==> src/rtl/assert_macros.svh <==
// ---------------------------------------------------------------------------
// Assertion macros
// Shared concurrent assertion wrappers clocked on clk_i and reset by rst_ni.
// ---------------------------------------------------------------------------
`ifndef ASSERT_MACROS_SVH
`define ASSERT_MACROS_SVH

// Implication checked in the same cycle.
`define FDT_ASSERT(lbl, ante, cons, msg) \
  lbl: assert property (@(posedge clk_i) disable iff (!rst_ni) (ante) |-> (cons)) \
    else $error(msg);

// Implication checked in the following cycle.
`define FDT_ASSERT_NEXT(lbl, ante, cons, msg) \
  lbl: assert property (@(posedge clk_i) disable iff (!rst_ni) (ante) |=> (cons)) \
    else $error(msg);

`endif

==> src/rtl/fdt_pkg.sv <==
// ---------------------------------------------------------------------------
// fdt_pkg
// Types and constants shared by the factorial divisibility test blocks.
// ---------------------------------------------------------------------------
package fdt_pkg;

  localparam int unsigned PRIME_LIMIT_DEF = 65536;
  localparam int unsigned TABLE_DEPTH     = 6542;
  localparam int unsigned TIDX_W          = $clog2(TABLE_DEPTH);
  localparam int unsigned CNT_W           = $clog2(TABLE_DEPTH + 1);
  localparam int unsigned PRIME_W         = 16;
  localparam int unsigned ARG_W           = 31;
  localparam int unsigned PK_W            = 2 * ARG_W;
  localparam int unsigned SUM_W           = ARG_W + 1;
  localparam int unsigned EXP_W           = 5;
  localparam int unsigned DSTEP_W         = $clog2(ARG_W + 1);

  typedef struct packed {
    logic               en;
    logic [TIDX_W-1:0]  addr;
    logic [PRIME_W-1:0] data;
  } tbl_wr_t;

  typedef struct packed {
    logic             start;
    logic [ARG_W-1:0] dividend;
    logic [ARG_W-1:0] divisor;
  } div_req_t;

  typedef struct packed {
    logic             busy;
    logic             done;
    logic [ARG_W-1:0] quot;
    logic [ARG_W-1:0] rem;
  } div_rsp_t;

  typedef struct packed {
    logic valid;
    logic divides;
  } res_t;

  typedef enum logic [2:0] {
    SV_CLEAR,
    SV_READ,
    SV_TEST,
    SV_MARK,
    SV_DONE
  } sieve_state_e;

  typedef enum logic [3:0] {
    C_IDLE,
    C_READ,
    C_LOAD,
    C_CHECK,
    C_DIV,
    C_DIVWAIT,
    C_TAIL,
    C_LSTART,
    C_LCHECK,
    C_LDIV,
    C_LWAIT,
    C_RESULT
  } core_state_e;

endpackage

==> src/rtl/fdt_div.sv <==
// ---------------------------------------------------------------------------
// fdt_div
// Restoring divider producing one quotient bit per cycle.
// ---------------------------------------------------------------------------
module fdt_div import fdt_pkg::*; (
  input  logic     clk_i,
  input  logic     rst_ni,
  input  div_req_t req_i,
  output div_rsp_t rsp_o
);

  logic               busy_q, busy_d;
  logic               done_q, done_d;
  logic [DSTEP_W-1:0] step_q, step_d;
  logic [ARG_W-1:0]   rem_q, rem_d;
  logic [ARG_W-1:0]   quot_q, quot_d;
  logic [ARG_W-1:0]   dvs_q, dvs_d;
  logic [ARG_W:0]     shifted;
  logic [ARG_W:0]     diff;
  logic               ge;

  assign shifted = {rem_q, quot_q[ARG_W-1]};
  assign ge      = shifted >= {1'b0, dvs_q};
  assign diff    = shifted - {1'b0, dvs_q};

  always_comb begin
    busy_d = busy_q;
    done_d = 1'b0;
    step_d = step_q;
    rem_d  = rem_q;
    quot_d = quot_q;
    dvs_d  = dvs_q;
    if (req_i.start && !busy_q) begin
      busy_d = 1'b1;
      step_d = '0;
      rem_d  = '0;
      quot_d = req_i.dividend;
      dvs_d  = req_i.divisor;
    end else if (busy_q) begin
      rem_d  = ge ? diff[ARG_W-1:0] : shifted[ARG_W-1:0];
      quot_d = {quot_q[ARG_W-2:0], ge};
      step_d = step_q + 1'b1;
      if (step_q == DSTEP_W'(ARG_W - 1)) begin
        busy_d = 1'b0;
        done_d = 1'b1;
      end
    end
  end

  always_ff @(posedge clk_i or negedge rst_ni) begin
    if (!rst_ni) begin
      busy_q <= 1'b0;
      done_q <= 1'b0;
      step_q <= '0;
    end else begin
      busy_q <= busy_d;
      done_q <= done_d;
      step_q <= step_d;
    end
  end

  always_ff @(posedge clk_i) begin
    rem_q  <= rem_d;
    quot_q <= quot_d;
    dvs_q  <= dvs_d;
  end

  assign rsp_o.busy = busy_q;
  assign rsp_o.done = done_q;
  assign rsp_o.quot = quot_q;
  assign rsp_o.rem  = rem_q;

endmodule

==> config.mk <==
export PLATFORM = sky130hd
export DESIGN_NAME = fdt_div
export DESIGN_NICKNAME = d
export VERILOG_FILES = /design/src/rtl/assert_macros.svh /design/src/rtl/fdt_pkg.sv /design/src/rtl/fdt_div.sv
export SDC_FILE = /design/constraint.sdc
export NUM_CORES = 1
export LEC_CHECK = 0
export ABC_CLOCK_PERIOD_IN_PS = 6950
export BUFFER_PORTS_ARGS = -buffer_cell sky130_fd_sc_hd__buf_2
export CAP_MARGIN = 20
export CORE_ASPECT_RATIO = 1.75
export CORE_MARGIN = 2
export CORE_UTILIZATION = 59
export CTS_BUF_LIST = sky130_fd_sc_hd__clkbuf_16
export DETAILED_ROUTE_END_ITERATION = 16
export PLACE_DENSITY_LB_ADDON = 0.2
export SLEW_MARGIN = 20
export SYNTH_ARGS = -nofsm -noshare
export SYNTH_HDL_FRONTEND = slang
export SYNTH_SLANG_ARGS = --single-unit
==> constraint.sdc <==
create_clock -name clk_i -period 6.95 [get_ports clk_i]
set_input_delay 1.7375 -clock clk_i [delete_from_list [all_inputs] [get_ports clk_i]]
set_output_delay 1.7375 -clock clk_i [all_outputs]
set_load 0.005 [all_outputs]
==> impl_metrics.toml, run 1 <==
[detailed_routing]
drtIter0Drc = 273
routed_via_density = 5.80
firstDrtPassIters = 4
num_vias = 4515
drc = 0
routedWlPerCell_um = 16.3
antenna_left = 0
totalWireLength_um = 12700

[clock_network]
clk_latency_ps = 350
cts_setup_buffers = 0
cts_root_buffer = "clkbuf_16"
ctsHoldBuffers = 0
clk_pin_slew_ps = 70
htreeDepth = 3
post_cts_resized = 0
cts_tree = "done"
clockBufferDepth = 2
cts_sinks = 100
numCtsBuffers = 9

[worst_hold_path]
min_from = "rem_q[1]"
min_path_type = "register to register"

[synth]
synth_area_um2 = 5520
synth_compound_area_share_pct = 17.5
synth_fp_nets = 634
yosysSeqAreaShare_pct = 48.1
yosys_warnings = 0
muxShareOfSynthArea_pct = 7.21
synth_simple_gate_area_share_pct = 10.0
syn_area_per_cell_um2 = 10.3
syn_inst = 535
synth_top_family_by_area = "compound AO/OA/AOI/OAI gates"
synthFlopType = "edfxtp_1"
synth_xor_area_share_pct = 4.44
synth_edf_count = 62
postSynth.asyncResetShare_pct = 7.00
synth_seq_cells = 100
netlist-cell-type-count = 48
synth_fa_ha_area_share_pct = 7.84

[sta]
slew_viol_final = 0
rsz0062_at_grt = "false"
worst_pin_slew_ps = 948
setup_tns_ps = 0
setup_viol = 0
relSlewSlack_pct = 36.0
fmax_mhz = 268
hold_viol = 0
post-route-period-util_pct = 53.6
whs_ps = 506
skew_ps = 10.2
fin_crit_ps = 3730

[cells_and_area]
fin_nets = 753
syn_to_final_growth_pct = 18.3
fillers = 729
antenna_cells = 0
drive_above_1_share_pct = 28.1
final_core_util_pct = 71.8

[global_routing]
grt_pass1_vias = 4617
grt_util_met3_pct = 5.68
track_usage_pct = 25.1
grt.busiest_layer = "met2"
use_met2_pct = 45.8
overflow = 0
antenna_found_initial = 0
globalRouteMet1Util_pct = 26.9
grt_pass1_wl_um = 20700
grt_max_degree = 56

[power_and_ir_drop]
powerDensity_nw_per_um2 = 493
ir_drop_mv = 0.303
power.leakage_nw = 2.86
power.total_mw = 3.22

[critical_path]
crit_type = "register to register"
slowest_delay_ps = 860
path_buf_inv = 1
path_cells = "ha_1 > a21o_1 > a31oi_1 > nand3_1 > o311ai_1 > a21oi_1 > a2111oi_4 > buf_4 > nand2b_1 > o21ai_0"
critPathMaxFanout = 41
cp-startpoint = "rem_q[12]"
crit_required_ps = 7170
critPathLaunchType = "register"
critPathTopFamily = "compound AO/OA/AOI/OAI gates"
end_kind = "register"
arrival_ps = 3940
slowest_stage = "a2111oi_4"
r2r_start = "rem_q[12]"

[floorplanning]
die-area_um2 = 10200
io_pins = 129
die_h_um = 132
rows = 46
coreArea_um2 = 9090
die_w_um = 77.1
start_util_pct = 60.7

[flow_run]
cap_violations = 0

[placement]
io_buffers = 128
dp_hpwl_um = 9250
place_congestion = 0.954

[outcome]
status = "complete, no violations"
-- per-layer routing --
layer  vias up  part of all wire [%]
li1       2197                     -
met1      2116                    37
met2       166                    54
met3        36                   6.5
met4         0                   3.4
met5         -                     0
-- kinds of logic after synthesis --
logic type               count (synthesis)
adder cells (fa/ha/maj)                 34
buffers and inverters                   66
XOR/XNOR                                28
AO/OA/AOI/OAI                          150
multiplexers                            36
AND/OR/NAND/NOR                        121
flip-flops                             100
-- through the flow --
stage / cells / setup WS, ps / cell area (µm²)
final: 779 / 3220 / 6530
after global routing: 779 / 2940 / 6530
after CTS: 779 / 3220 / 6530
after detailed placement: 763 / 3220 / 6240
after global placement: 763 / 3340 / 6240
after floorplan: 535 / 3080 / 5520
-- cell usage after synthesis (4+ instances only) --
cell / instances / area share [%]
a21o_1: 9 / 1.2
a21oi_1: 39 / 3.5
a22o_1: 16 / 2.5
a31oi_1: 8 / 0.91
a32oi_1: 9 / 1.4
buf_2: 5 / 0.45
clkbuf_1: 16 / 1.1
dfrtp_1: 7 / 3.2
dfxtp_1: 31 / 11
edfxtp_1: 62 / 34
ha_1: 33 / 7.5
inv_1: 42 / 2.9
mux2_2: 30 / 6.1
mux2i_1: 6 / 1.1
nand2_1: 53 / 3.6
nand3_1: 10 / 0.91
nand4_1: 9 / 1.0
nor2_1: 20 / 1.4
nor2b_1: 4 / 0.45
nor3_1: 10 / 0.91
o21ai_0: 44 / 4.0
o31ai_1: 4 / 0.54
xnor2_1: 15 / 2.4
xor2_1: 13 / 2.1
-- worst paths after layout --
check / end / slack, ps / depth (start not counted)
worst min-delay path: rem_q[1] / 510 / 2
worst max register to register: rem_q[12] / 3220 / 10
max in group asynchronous: step_q[1] / 5580 / 1
min in group asynchronous: step_q[0] / 1200 / 1
worst min register to register: rem_q[1] / 510 / 2
worst max-delay path: rem_q[12] / 3220 / 10
-- cell type report --
| type | count | area [µm²] | share of cell area, % |
|---|---|---|---|
| clock inverters | 7 | 60.1 | 0.920 |
| flip-flops and latches | 100 | 2660 | 40.7 |
| repair buffers | 132 | 671 | 10.3 |
| well taps | 120 | 150 | 2.30 |
| multi-input cells | 369 | 2610 | 39.9 |
| inverters | 42 | 158 | 2.41 |
| clock buffers | 9 | 225 | 3.45 |
-- report_power, final --
| group | switching, mW | internal, mW |
|---|---|---|
| combinational | 0.883 | 0.764 |
| clock | 0.233 | 0.249 |
| sequential | 0.183 | 0.905 |
-- state kept, by name, indices dropped and copies added, names as in the netlist --
| name | cells |
|---|---|
| step_q | 5 |
| done_q | 1 |
| busy_q | 1 |
| quot_q | 31 |
| rem_q | 31 |
| dvs_q | 31 |
-- placed cells by master (no fill, tap or decap), types with 10 or more instances in the layout --
master    netlist  final
nand2_1        53     53
dfxtp_1        31     31
nor3_1         10     10
edfxtp_1       62     62
a21oi_1        39     39
buf_2           5    128
nand3_1        10     10
o21ai_0        44     44
ha_1           33     33
a22o_1         16     16
xor2_1         13     13
nor2_1         20     18
xnor2_1        15     15
mux2_2         30     30
inv_1          42     41
-- worst min-delay path: cells and delay by family (launching register included) --
kind,cells,cell delay [ps]
flops,1,340
compound gates,1,60
simple gates,1,60
No activity file was read; power rests on OpenSTA's default activity.
==> run 2, diff against run 1 <==
--- a/config.mk
+++ b/config.mk
@@ -5,12 +5,12 @@
 export SDC_FILE = /design/constraint.sdc
 export NUM_CORES = 1
 export LEC_CHECK = 0
-export ABC_CLOCK_PERIOD_IN_PS = 6950
+export ABC_CLOCK_PERIOD_IN_PS = 3500
 export BUFFER_PORTS_ARGS = -buffer_cell sky130_fd_sc_hd__buf_2
 export CAP_MARGIN = 20
 export CORE_ASPECT_RATIO = 1.75
 export CORE_MARGIN = 2
-export CORE_UTILIZATION = 59
+export CORE_UTILIZATION = 54
 export CTS_BUF_LIST = sky130_fd_sc_hd__clkbuf_16
 export DETAILED_ROUTE_END_ITERATION = 16
 export PLACE_DENSITY_LB_ADDON = 0.2
==> constraint.sdc (replaced) <==
create_clock -name clk_i -period 3.5 [get_ports clk_i]
set_input_delay 0.875 -clock clk_i [delete_from_list [all_inputs] [get_ports clk_i]]
set_output_delay 0.875 -clock clk_i [all_outputs]
set_load 0.005 [all_outputs]
==> impl_metrics.toml, run 2 (same netlist as run 1, synthesis figures left out) <==
[detailed_routing]
routed.top_layer = "met4"
firstDrtPassIters = 4
drtIter0Drc = 258
routedWlPerCell_um = 16.1
antenna_left = 0
num_vias = 4518
drc = 0
drt-met1-wl_um = 4810
routed_via_density = 5.72
wl_met2_um = 6810
wl_met3_um = 727
totalWireLength_um = 12700

[sta]
fin_crit_ps = 3130
setup_viol = 0
rsz0062_at_grt = "false"
skew_ps = 9.02
fmax_mhz = 319
setup_tns_ps = 0
worst_pin_slew_ps = 716
fin_ws_ps = 369
relSlewSlack_pct = 52.2
hold_viol = 0
post-route-period-util_pct = 89.5
slew_viol_final = 0

[cells_and_area]
final_core_util_pct = 66.6
fin_nets = 759
final_cell_mix = "buf_2, edfxtp_1, nand2_1"
final_common_cell = "buf_2"
final_cells = 790
syn_to_final_growth_pct = 19.6
drive_above_1_share_pct = 28.6
antenna_cells = 0
fillers = 820
top_regs = "dvs_q (31), quot_q (31), rem_q (31)"

[clock_network]
htreeDepth = 3
clk_latency_ps = 350
clockBufferDepth = 2
post_cts_resized = 0
clk_pin_slew_ps = 80
cts_root_buffer = "clkbuf_16"
numCtsBuffers = 9
cts_setup_buffers = 0
cts_tree = "done"
cts_sinks = 100
ctsHoldBuffers = 0

[critical_path]
critPathTopFamily = "compound AO/OA/AOI/OAI gates"
path_buf_inv = 2
slowest_stage = "a2111oi_4"
arrival_ps = 3370
slowest_delay_ps = 560
crit_type = "register to register"
crit_required_ps = 3740
critPathLaunchType = "register"
end_kind = "register"
critPathMaxFanout = 24
path_cells = "inv_1 > ha_1 > fa_1 > nor2b_1 > o21ai_1 > a31oi_1 > o311ai_1 > a21oi_1 > a2111oi_4 > buf_4 > o21ai_0 > a22o_1"

[worst_hold_path]
min_path_type = "input port to async pin"

[global_routing]
grt_pass1_wl_um = 20300
overflow = 0
track_usage_pct = 23.6
antenna_found_initial = 0
grt_pass1_vias = 4414
grt_max_degree = 56

[floorplanning]
rows = 48
coreArea_um2 = 9910
io_pins = 129
die_w_um = 80.4
die_h_um = 138
die-area_um2 = 11100
start_util_pct = 55.7

[placement]
dp_cells = 774
dp_hpwl_um = 9490
place_congestion = 0.933
io_buffers = 128
pre_cts_slack_ps = 415

[flow_run]
cap_violations = 0

[outcome]
status = "complete, no violations"

[power_and_ir_drop]
ir_drop_mv = 0.501
powerDensity_nw_per_um2 = 974
power.leakage_nw = 2.91
-- run 2: final cells by class --
class	count	area [µm²]	share of cell area (%)
flip-flops and latches	100	2660	40.3
multi-input cells	369	2610	39.5
repair buffers	138	728	11.0
clock buffers	9	225	3.41
inverters	42	158	2.39
well taps	125	156	2.37
clock inverters	7	68.8	1.04
-- run 2: per-layer routing --
metal | track usage (%) | vias to the layer above
met5 | 0 | -
met4 | 11.3 | 0
met3 | 5.90 | 27
met2 | 42.9 | 149
met1 | 24.8 | 2127
li1 | - | 2215
-- run 2: path summary, 6_finish.rpt --
path                                 start   endpoint  slack, ps  cells after the start
max in group asynchronous           rst_ni  step_q[0]       3000                      1
worst max-delay path            quot_q[30]   rem_q[3]        370                     12
min in group clk_i               rem_q[19]  rem_q[20]        520                      2
worst min-delay path                rst_ni     done_q        340                      1
worst max register to register  quot_q[30]   rem_q[3]        370                     12
worst min register to register   rem_q[19]  rem_q[20]        520                      2
-- run 2: stage by stage --
stage          cell area (µm²)  total power [mW]  hold WS [ps]
4_1_cts                   6600              6.46           333
3_5_place_dp              6310              5.44           508
2_1_floorplan             5520              4.44           485
6_report                  6600              6.43           337
3_3_place_gp              6310              5.34           498
5_1_grt                   6600              6.92           339
-- run 2: power breakdown --
part	internal [mW]	switching [mW]	total (mW)
registers	1.80	0.370	2.17
logic	1.55	1.73	3.28
clock network	0.503	0.484	0.987
